File: src/hdl/rfm_pkg.sv
// Shared constants and controller/datapath interface types of the frequency meter.
// No dependencies.
`timescale 1ns / 1ps

package rfm_pkg;

    localparam int CNT_W      = 16;
    localparam int REF_W      = 24;
    localparam int IN_DATA_W  = 8;
    localparam int OUT_DATA_W = 32;
    localparam int STEP_W     = $clog2(REF_W);

    localparam logic [REF_W-1:0] REF_RESET = REF_W'(8000000);

    localparam logic STATUS_OK      = 1'b0;
    localparam logic STATUS_WAITING = 1'b1;

    // Commands from the controller to the datapath.
    typedef struct packed {
        logic accept;        // an input transaction completes this cycle
        logic capture_first; // record the counter at the first rising edge
        logic clear_count;   // restart the tick counter after a result
        logic start_div;     // load the divider
        logic div_step;      // one divider iteration
        logic div_finish;    // last iteration, load the output register
        logic load_wrap;     // load a waiting result into the output register
    } rfm_cmd_t;

    // Status from the datapath to the controller.
    typedef struct packed {
        logic rise;
        logic fall;
        logic ordered;       // first capture below the current count
        logic div_last;      // divider is on its last iteration
        logic out_full;      // output register holds an untaken result
    } rfm_stat_t;

endpackage

File: src/hdl/rfm_ctrl.sv
// Measurement controller: tracks edge phases and sequences the divider.
// Depends on rfm_pkg.
`timescale 1ns / 1ps

module rfm_ctrl
    import rfm_pkg::*;
(
    input  logic      clk,
    input  logic      rst_n,
    input  logic      s_tvalid,
    output logic      s_tready,
    input  rfm_stat_t stat,
    output rfm_cmd_t  cmd
);

    typedef enum logic [3:0] {
        ST_RISE1 = 4'b0001,
        ST_FALL  = 4'b0010,
        ST_RISE2 = 4'b0100,
        ST_DIV   = 4'b1000
    } state_t;

    state_t state_reg;
    state_t state_next;

    // A closing edge needs a free output register, so only the second-rise
    // phase stalls on a full output.
    assign s_tready = (state_reg != ST_DIV) && !((state_reg == ST_RISE2) && stat.out_full);

    always_comb
    begin
        state_next        = state_reg;
        cmd               = '0;
        cmd.accept        = s_tvalid && s_tready;
        unique case (state_reg)
            ST_RISE1:
            begin
                if (cmd.accept && stat.rise)
                begin
                    cmd.capture_first = 1'b1;
                    state_next        = ST_FALL;
                end
            end
            ST_FALL:
            begin
                if (cmd.accept && stat.fall)
                begin
                    state_next = ST_RISE2;
                end
            end
            ST_RISE2:
            begin
                if (cmd.accept && stat.rise)
                begin
                    cmd.clear_count = 1'b1;
                    if (stat.ordered)
                    begin
                        cmd.start_div = 1'b1;
                        state_next    = ST_DIV;
                    end
                    else
                    begin
                        cmd.load_wrap = 1'b1;
                        state_next    = ST_RISE1;
                    end
                end
            end
            ST_DIV:
            begin
                cmd.div_step = 1'b1;
                if (stat.div_last)
                begin
                    cmd.div_finish = 1'b1;
                    state_next     = ST_RISE1;
                end
            end
            default:
            begin
                state_next = ST_RISE1;
            end
        endcase
    end

    always_ff @(posedge clk or negedge rst_n)
    begin
        if (!rst_n)
        begin
            state_reg <= ST_RISE1;
        end
        else
        begin
            state_reg <= state_next;
        end
    end

endmodule

File: src/hdl/rfm_datapath.sv
// Datapath: tick counter, edge capture, restoring divider and output register.
// Depends on rfm_pkg.
`timescale 1ns / 1ps

module rfm_datapath
    import rfm_pkg::*;
(
    input  logic                  clk,
    input  logic                  rst_n,
    input  logic                  level,
    input  logic                  cfg_we,
    input  logic [REF_W-1:0]      cfg_wdata,
    input  rfm_cmd_t              cmd,
    output rfm_stat_t             stat,
    output logic                  m_tvalid,
    input  logic                  m_tready,
    output logic [REF_W-1:0]      freq,
    output logic                  status
);

    logic [REF_W-1:0]  ref_reg;
    logic [CNT_W-1:0]  tick_reg;
    logic [CNT_W-1:0]  first_reg;
    logic              prev_reg;
    logic [CNT_W-1:0]  divisor_reg;
    logic [CNT_W-1:0]  rem_reg;
    logic [REF_W-1:0]  quot_reg;
    logic [STEP_W-1:0] step_reg;
    logic              out_valid_reg;
    logic [REF_W-1:0]  out_freq_reg;
    logic              out_status_reg;

    logic [CNT_W:0]    rem_shift;
    logic              q_bit;
    logic [CNT_W-1:0]  rem_next;
    logic [REF_W-1:0]  quot_next;

    assign stat.rise     = level && !prev_reg;
    assign stat.fall     = !level && prev_reg;
    assign stat.ordered  = first_reg < tick_reg;
    assign stat.div_last = (step_reg == '0);
    assign stat.out_full = out_valid_reg;

    // One restoring step: shift in the next dividend bit, subtract if it fits.
    always_comb
    begin
        rem_shift = {rem_reg, quot_reg[REF_W-1]};
        q_bit     = (rem_shift >= {1'b0, divisor_reg});
        if (q_bit)
        begin
            rem_next = CNT_W'(rem_shift - {1'b0, divisor_reg});
        end
        else
        begin
            rem_next = rem_shift[CNT_W-1:0];
        end
        quot_next = {quot_reg[REF_W-2:0], q_bit};
    end

    always_ff @(posedge clk or negedge rst_n)
    begin
        if (!rst_n)
        begin
            ref_reg       <= REF_RESET;
            tick_reg      <= '0;
            first_reg     <= '0;
            prev_reg      <= 1'b0;
            out_valid_reg <= 1'b0;
        end
        else
        begin
            if (cfg_we)
            begin
                ref_reg <= cfg_wdata;
            end
            if (cmd.accept)
            begin
                prev_reg <= level;
                tick_reg <= cmd.clear_count ? '0 : tick_reg + 1'b1;
            end
            if (cmd.capture_first)
            begin
                first_reg <= tick_reg;
            end
            if (cmd.load_wrap || cmd.div_finish)
            begin
                out_valid_reg <= 1'b1;
            end
            else if (m_tready)
            begin
                out_valid_reg <= 1'b0;
            end
        end
    end

    always_ff @(posedge clk)
    begin
        if (cmd.start_div)
        begin
            divisor_reg <= tick_reg - first_reg;
            rem_reg     <= '0;
            quot_reg    <= ref_reg;
            step_reg    <= STEP_W'(REF_W - 1);
        end
        else if (cmd.div_step)
        begin
            rem_reg  <= rem_next;
            quot_reg <= quot_next;
            step_reg <= step_reg - 1'b1;
        end
        if (cmd.div_finish)
        begin
            out_freq_reg   <= quot_next;
            out_status_reg <= STATUS_OK;
        end
        else if (cmd.load_wrap)
        begin
            out_freq_reg   <= '0;
            out_status_reg <= STATUS_WAITING;
        end
    end

    assign m_tvalid = out_valid_reg;
    assign freq     = out_freq_reg;
    assign status   = out_status_reg;

endmodule

File: src/hdl/reciprocal_frequency_meter.sv
// Reciprocal frequency meter: one result per measured period; one input transaction
// per cycle, held while the divider runs and in the second-rise phase while a result
// is untaken. The closing rising edge loads the divider, which runs one restoring
// iteration per quotient bit, the last loading the output register; a wrapped result
// appears in the cycle after the closing edge. Reset (rst_n, async, active low) clears
// the counter, phase, captures and sets reference_hz to 8000000.
`timescale 1ns / 1ps

module reciprocal_frequency_meter
    import rfm_pkg::*;
(
    input  logic                  clk,
    input  logic                  rst_n,
    // Input stream.
    input  logic                  s_tvalid,
    output logic                  s_tready,
    input  logic [IN_DATA_W-1:0]  s_tdata,   // [0] signal_level, [7:1] zero
    // Result stream.
    output logic                  m_tvalid,
    input  logic                  m_tready,
    output logic [OUT_DATA_W-1:0] m_tdata,   // [23:0] frequency_hz, [24] status, [31:25] zero
    // Configuration: reference_hz.
    input  logic                  cfg_we,
    input  logic [REF_W-1:0]      cfg_wdata
);

    rfm_cmd_t         cmd;
    rfm_stat_t        stat;
    logic [REF_W-1:0] freq;
    logic             status;

    // The controller walks the edge phases of a measurement (first rise, fall,
    // second rise) and then holds the input stream while the divider runs.
    rfm_ctrl u_ctrl (
        .clk      (clk),
        .rst_n    (rst_n),
        .s_tvalid (s_tvalid),
        .s_tready (s_tready),
        .stat     (stat),
        .cmd      (cmd)
    );

    // The datapath owns the tick counter, the first-edge capture, the reference
    // register, the divider and the output register, which lets new samples flow
    // while a result waits to be taken, except in the second-rise phase.
    rfm_datapath u_dp (
        .clk       (clk),
        .rst_n     (rst_n),
        .level     (s_tdata[0]),
        .cfg_we    (cfg_we),
        .cfg_wdata (cfg_wdata),
        .cmd       (cmd),
        .stat      (stat),
        .m_tvalid  (m_tvalid),
        .m_tready  (m_tready),
        .freq      (freq),
        .status    (status)
    );

    assign m_tdata = {(OUT_DATA_W - REF_W - 1)'(0), status, freq};

endmodule

File: config.mk
export PLATFORM = sky130hd
export DESIGN_NAME = reciprocal_frequency_meter
export DESIGN_NICKNAME = d
export VERILOG_FILES = /design/src/hdl/rfm_pkg.sv /design/src/hdl/rfm_ctrl.sv /design/src/hdl/rfm_datapath.sv /design/src/hdl/reciprocal_frequency_meter.sv
export SDC_FILE = /design/constraint.sdc
export NUM_CORES = 1
export LEC_CHECK = 0
export ABC_AREA = 1
export BUFFER_PORTS_ARGS = -buffer_cell sky130_fd_sc_hd__buf_2
export CORE_MARGIN = 2
export CORE_UTILIZATION = 55
export CTS_CLUSTER_DIAMETER = 120
export DETAILED_ROUTE_END_ITERATION = 16
export HOLD_SLACK_MARGIN = 0.12
export PLACE_DENSITY = 0.72
export RECOVER_POWER = 100
export SETUP_SLACK_MARGIN = 0.2
export SKIP_CTS_REPAIR_TIMING = 1
export SYNTH_ARGS = -nofsm -noshare
export SYNTH_HDL_FRONTEND = slang
export SYNTH_SLANG_ARGS = --single-unit
File: constraint.sdc
create_clock -name clk -period 8.2 [get_ports clk]
set_input_delay 0.41 -clock clk [delete_from_list [all_inputs] [get_ports clk]]
set_output_delay 0.41 -clock clk [all_outputs]
set_load 0.01 [all_outputs]
# --- Word level (Yosys, flattened, before mapping) ---
# Cells that the tools add are included.
totals:
  out_inout_bits: 34
  wordCells: 67
  register_bits: 148
op_classes:
  n_lt_le_gt_ge: 2
  eq_ne: 9
  addsub: 4
  reduce_logical: 16
  muxes: 24
op_table:
  columns: ["operator", "n"]
  rows:
  - ["$mux 24", 4]
  - ["$mux 16", 2]
  - ["$sub 16x16->16", 2]
  - ["$mux 4", 5]
  - ["$ge 17x16->1", 1]
  - ["$add 16x1->16 const B", 1]
  - ["$lt 16x16->1", 1]
  - ["$pmux 4 s4", 1]
  - ["$mux 1", 9]
  - ["$logic_and 1x1->1", 7]
  - ["$mux 2", 3]
  - ["$reduce_bool 2->1", 3]
  - ["$logic_not 5->1", 1]
  - ["$sub 5x1->5 const B", 1]
  - ["$eq 4x1->1 const B", 1]
  - ["$eq 4x2->1 const B", 1]
  - ["$eq 4x3->1 const B", 1]
  - ["$eq 4x4->1 const B", 1]
  - ["$ne 2x1->1 const B", 2]
  - ["$ne 2x2->1 const B", 2]
  - ["$ne 4x4->1 const B", 1]
  - ["$reduce_and 4->1", 1]
  - ["$logic_not 1->1", 3]
  - ["$logic_or 1x1->1", 1]

# --- Logic depth before layout (Yosys ltp) ---
logic_depth:
  depth_word: 10
  depth_mapped: 14

# --- Modules after synthesis ---
# From an unflattened synthesis, not the netlist that was laid out.
unflattened:
  cells_unflattened: 1010
  area_unflattened_um2: 8195.4
by_module_without_submodules:
  columns: ["mod", "cells_per_inst", "area_each_um2", "instances"]
  rows:
  - ["rfm_datapath", 953, 7807.5, 1]
  - ["rfm_ctrl", 48, 324.1, 1]
  - ["reciprocal_frequency_meter", 9, 63.8, 1]

# --- Least setup slack after synthesis ---
# Ideal clock, no wire load.
synth_path:
  path_kind: "reg-to-reg"
  startpoint: "register u_dp.tick_reg[0]"
  endpoint: "register u_dp.quot_reg[0], enable pin"
  n_path_buf: 1
  path_stages_with_launch: 12
  synth_period_minus_slack_ns: 2.779
  slack_ns: 5.421
  setup_time_ns: 0.381
  arrival_ns: 2.398
  cell_sequence: "dfrtp_1 -> inv_1 -> ha_1 -> fa_1 -> o21ai_2 -> nand2_2 -> nand2_4 -> nand2_2 -> nand2_2 -> nand3_4 -> buf_6 -> nand2_1"
synth_between:
  elab_chain_cells: 5
synth_rtl:
  columns: ["item", "line", "text"]
  rows:
  - ["start, declared", "rfm_datapath.sv:22", "logic [CNT_W-1:0] tick_reg;"]
  - ["start signal, assigned", "rfm_datapath.sv:79", "tick_reg <= cmd.clear_count ? '0 : tick_reg + 1'b1;"]
  - ["$lt 16x16->1", "rfm_datapath.sv:40", "assign stat.ordered = first_reg < tick_reg;"]
  - ["$mux 1", "rfm_ctrl.sv:56", "if (stat.ordered)"]
  - ["$mux 2", "rfm_ctrl.sv:53", "if (cmd.accept && stat.rise)"]
  - ["$mux 2", "rfm_ctrl.sv:35", "unique case (state_reg)"]
  - ["$reduce_bool 2->1 (no source line)", null, null]
  - ["end signal, assigned", "rfm_datapath.sv:102", "quot_reg <= ref_reg;"]
  - ["end signal, assigned", "rfm_datapath.sv:108", "quot_reg <= quot_next;"]
  - ["end, declared", "rfm_datapath.sv:27", "logic [REF_W-1:0] quot_reg;"]
# No other way between the ends.
# A chain may end at the register's enable or synchronous reset.

# --- Final worst setup path ---
layout_path:
  startpoint: "register u_ctrl.state_reg[1]"
  endpoint: "register u_dp.quot_reg[19], data pin"
layout_between:
  elab_chain_cells: 9
layout_rtl:
  columns: ["item", "line", "text"]
  rows:
  - ["start, declared", "rfm_ctrl.sv:23", "state_t state_reg;"]
  - ["start signal, assigned", "rfm_ctrl.sv:92", "state_reg <= state_next;"]
  - ["$eq 4x3->1", "rfm_ctrl.sv:28, rfm_ctrl.sv:35", null]
  - ["$logic_and 1x1->1", "rfm_ctrl.sv:28", "assign s_tready = (state_reg != ST_DIV) && !((state_reg == ST_RISE2) && stat.out_full);"]
  - ["$logic_not 1->1", "rfm_ctrl.sv:28", null]
  - ["$logic_and 1x1->1", "rfm_ctrl.sv:28", null]
  - ["$logic_and 1x1->1", "rfm_ctrl.sv:34", "cmd.accept = s_tvalid && s_tready;"]
  - ["$logic_and 1x1->1", "rfm_ctrl.sv:53", null]
  - ["$mux 2", "rfm_ctrl.sv:53", null]
  - ["$mux 2 (*)", "rfm_ctrl.sv:35", null]
  - ["$mux 24 (*)", "rfm_datapath.sv:98", "if (cmd.start_div)"]
# Every way passes the cells marked *; elsewhere a longest branch is shown, timed or not.

==> run metrics <==
status finished, violations left; failing checks max-capacitance violations, max-slew violations; row cnt 45; register-to-register setup slack 3100 ps; commonest non-fill, non-tap cells in the layout nand2_1, inv_1, o21ai_0; Worst EP arrival 5180 ps; Distinct cells, synth 44; Worst Skew 13.4 ps; area grow syn2layout 8.53%; part of the Yosys area used for sequential elements 46.3%; Syn Area/Cell 8.33 sq um; Leak 0.00455 uW; first-pass GRT wire length 28400 um; Initial Utilization 55.9%; Post-synth EDFFs 64; Iter 0 DRT Violations 408; total wire length 16800 um; final worst-path cycle share 62.2%; CP required 8290 ps; number of vias per cell 5.08; Power Total 2640 uW; initial antenna violation count 0; Worst VDD drop 203 uV; worst-path maximum fanout 37; Max Fclk 196 MHz; worst hold path cell count 2; number of synthesis warnings 0; Num CTS Buffers 17; total number of vias 6438; startpoint types register; worst flop-to-flop path endpoint u_dp.quot_reg[19]; largest net degree at the start of global routing 63; root buffer cell clkbuf_16; Longest Clk Path Bufs 2; vias in the first global route 6037; Slew headroom -124%; Synth Register Bits 148; Setup crit end kind register; post-route antenna net violation count 0; DIE AREA 16400 sq um; RSZ-0062 raised after global routing no; area of the multi-input gates 3510 sq um; Post-Route Setup TNS 0 ps; Worst Reg-to-Reg Cells 7; RR Startpoint u_ctrl.state_reg[1]; number of top-level pins 71; port bufs 56; gpl congestion 0.927; Skew-Pair Late Insertion Delay 430 ps; Final Hold Viols 0; Placeable Area 15100 sq um; GRT Overall Usage 21.8%; clock transition at the registers of the reported paths 60 ps; Worst Hold Launch m_tready; Final Max Slew Viols 178; DRC viols 0; CTS Sinks 148; crit path kind register to register; Least-Margin Pin Slew 3360 ps; layout cells sized above 1 9.64%; final critical-path required period 5100 ps; Syn Std Cell Area 8470 sq um; PwrDens 288 nW/um^2; H-tree Lvls 4; Post-Syn Instances 1017; die height 128 um; hold endpoint u_dp.m_tvalid; First-pass DRT Iterations 5; post-synthesis async set-or-reset flop share 41.9%; Final nets 1139; GR Overflow Total 0; fill count 1344; die width 128 um; Hold/Removal Path Class input port to register; CTS tree yes; predominant post-synthesis flop cell edfxtp_1; commonest non-fill, non-tap cell in the layout nand2_1; PnR worst setup slack 3100 ps; Final setup viols 0; register area 3920 sq um; Ant. Diodes 0; pre-CTS setup slack 4620 ps; Final Util 60.7%; max_cap viols 4; DR WL/cell 13.2 um; DP HPWL 11700 um
-- area by class of cell --
cell class              instances  share of cell area, %
flip-flops and latches        148                   42.7
multi-input cells             661                   38.2
inverters                     180                   7.35
clock buffers                  17                   4.63
repair buffers                 58                   2.75
well taps                     188                   2.56
clock inverters                15                   1.84
-- how the worst max path moves through the flow --
stage / slack, ps / start / end
after floorplan: 5420 / u_dp.tick_reg[0] / u_dp.quot_reg[0]
after global placement: 4660 / u_dp.tick_reg[0] / u_dp.quot_reg[22]
after detailed placement: 4620 / u_dp.tick_reg[0] / u_dp.quot_reg[17]
after CTS: 4600 / u_dp.tick_reg[0] / u_dp.quot_reg[14]
after global routing: 2590 / u_ctrl.state_reg[1] / u_dp.quot_reg[19]
final: 3100 / u_ctrl.state_reg[1] / u_dp.quot_reg[19]
-- cells in the mapped netlist (2+ instances only) --
library cell	count	area, sq um
buf_2	8	40.0
clkinv_1	2	7.51
nand3_1	56	280
nor2_4	2	22.5
o21ai_1	3	15.0
dfxtp_1	22	440
nand3b_1	18	135
nor3_1	15	75.1
nand2_4	2	22.5
nor2_1	62	233
buf_6	8	90.1
dfstp_2	8	210
a21oi_1	34	170
nand4_1	8	50.1
fa_1	2	40.0
nand3_4	2	35.0
xnor2_1	8	70.1
clkbuf_1	10	37.5
nand3_2	18	180
buf_4	8	60.1
dfrtp_1	54	1350
edfxtp_1	64	1920
o211ai_1	3	22.5
inv_2	3	11.3
inv_1	175	657
and2_1	2	12.5
nor3_2	2	20.0
a31oi_1	2	12.5
ha_1	34	425
o31ai_1	5	37.5
xor2_1	18	158
o21ai_0	60	300
o21ai_2	25	219
nand2_2	7	43.8
nand2_1	258	968
-- worst max-delay path, stage by stage (launching register included) --
cell      delay [ps]
dfrtp_1          390
nor2_1           250
nand3_1         1080
nand4_1          640
nor2_1           260
nand3_4          380
clkbuf_1        1460
o21ai_0          270
-- power breakdown --
group	internal, uW	switching [uW]	leakage [uW]
Sequential	905	69.8	0.00148
Combinational	336	546	0.00278
Clock	456	329	0.000289
Total	1700	945	0.00455
-- cell families (layout without fill, tap and decap cells) --
group	after synthesis	count (layout)	share of synthesized area (%)
AO/OA/AOI/OAI	134	134	9.35
XOR/XNOR	26	26	2.69
adder cells (fa/ha/maj)	36	36	5.50
buffers and inverters	214	270	10.7
flip-flops	148	148	46.3
other	1	7	0.0443
AND/OR/NAND/NOR	458	458	25.4
-- through the flow --
stage / hold WS (ps) / instances / instance area [sq um]
after detailed placement: 455 / 1235 / 8790
after CTS: 173 / 1267 / 9390
after global routing: 176 / 1267 / 9190
after floorplan: 114 / 1023 / 8490
final: 186 / 1267 / 9190
after global placement: 438 / 1235 / 8790
-- metal layers --
layer | track usage, % | up-vias | routed length, um
met5 | 0 | - | 0
li1 | - | 3347 | -
met3 | 3.92 | 32 | 362
met1 | 29.6 | 2978 | 8140
met4 | 8.02 | 0 | 357
met2 | 35.1 | 81 | 7910
(Power assumes the default switching activity.)
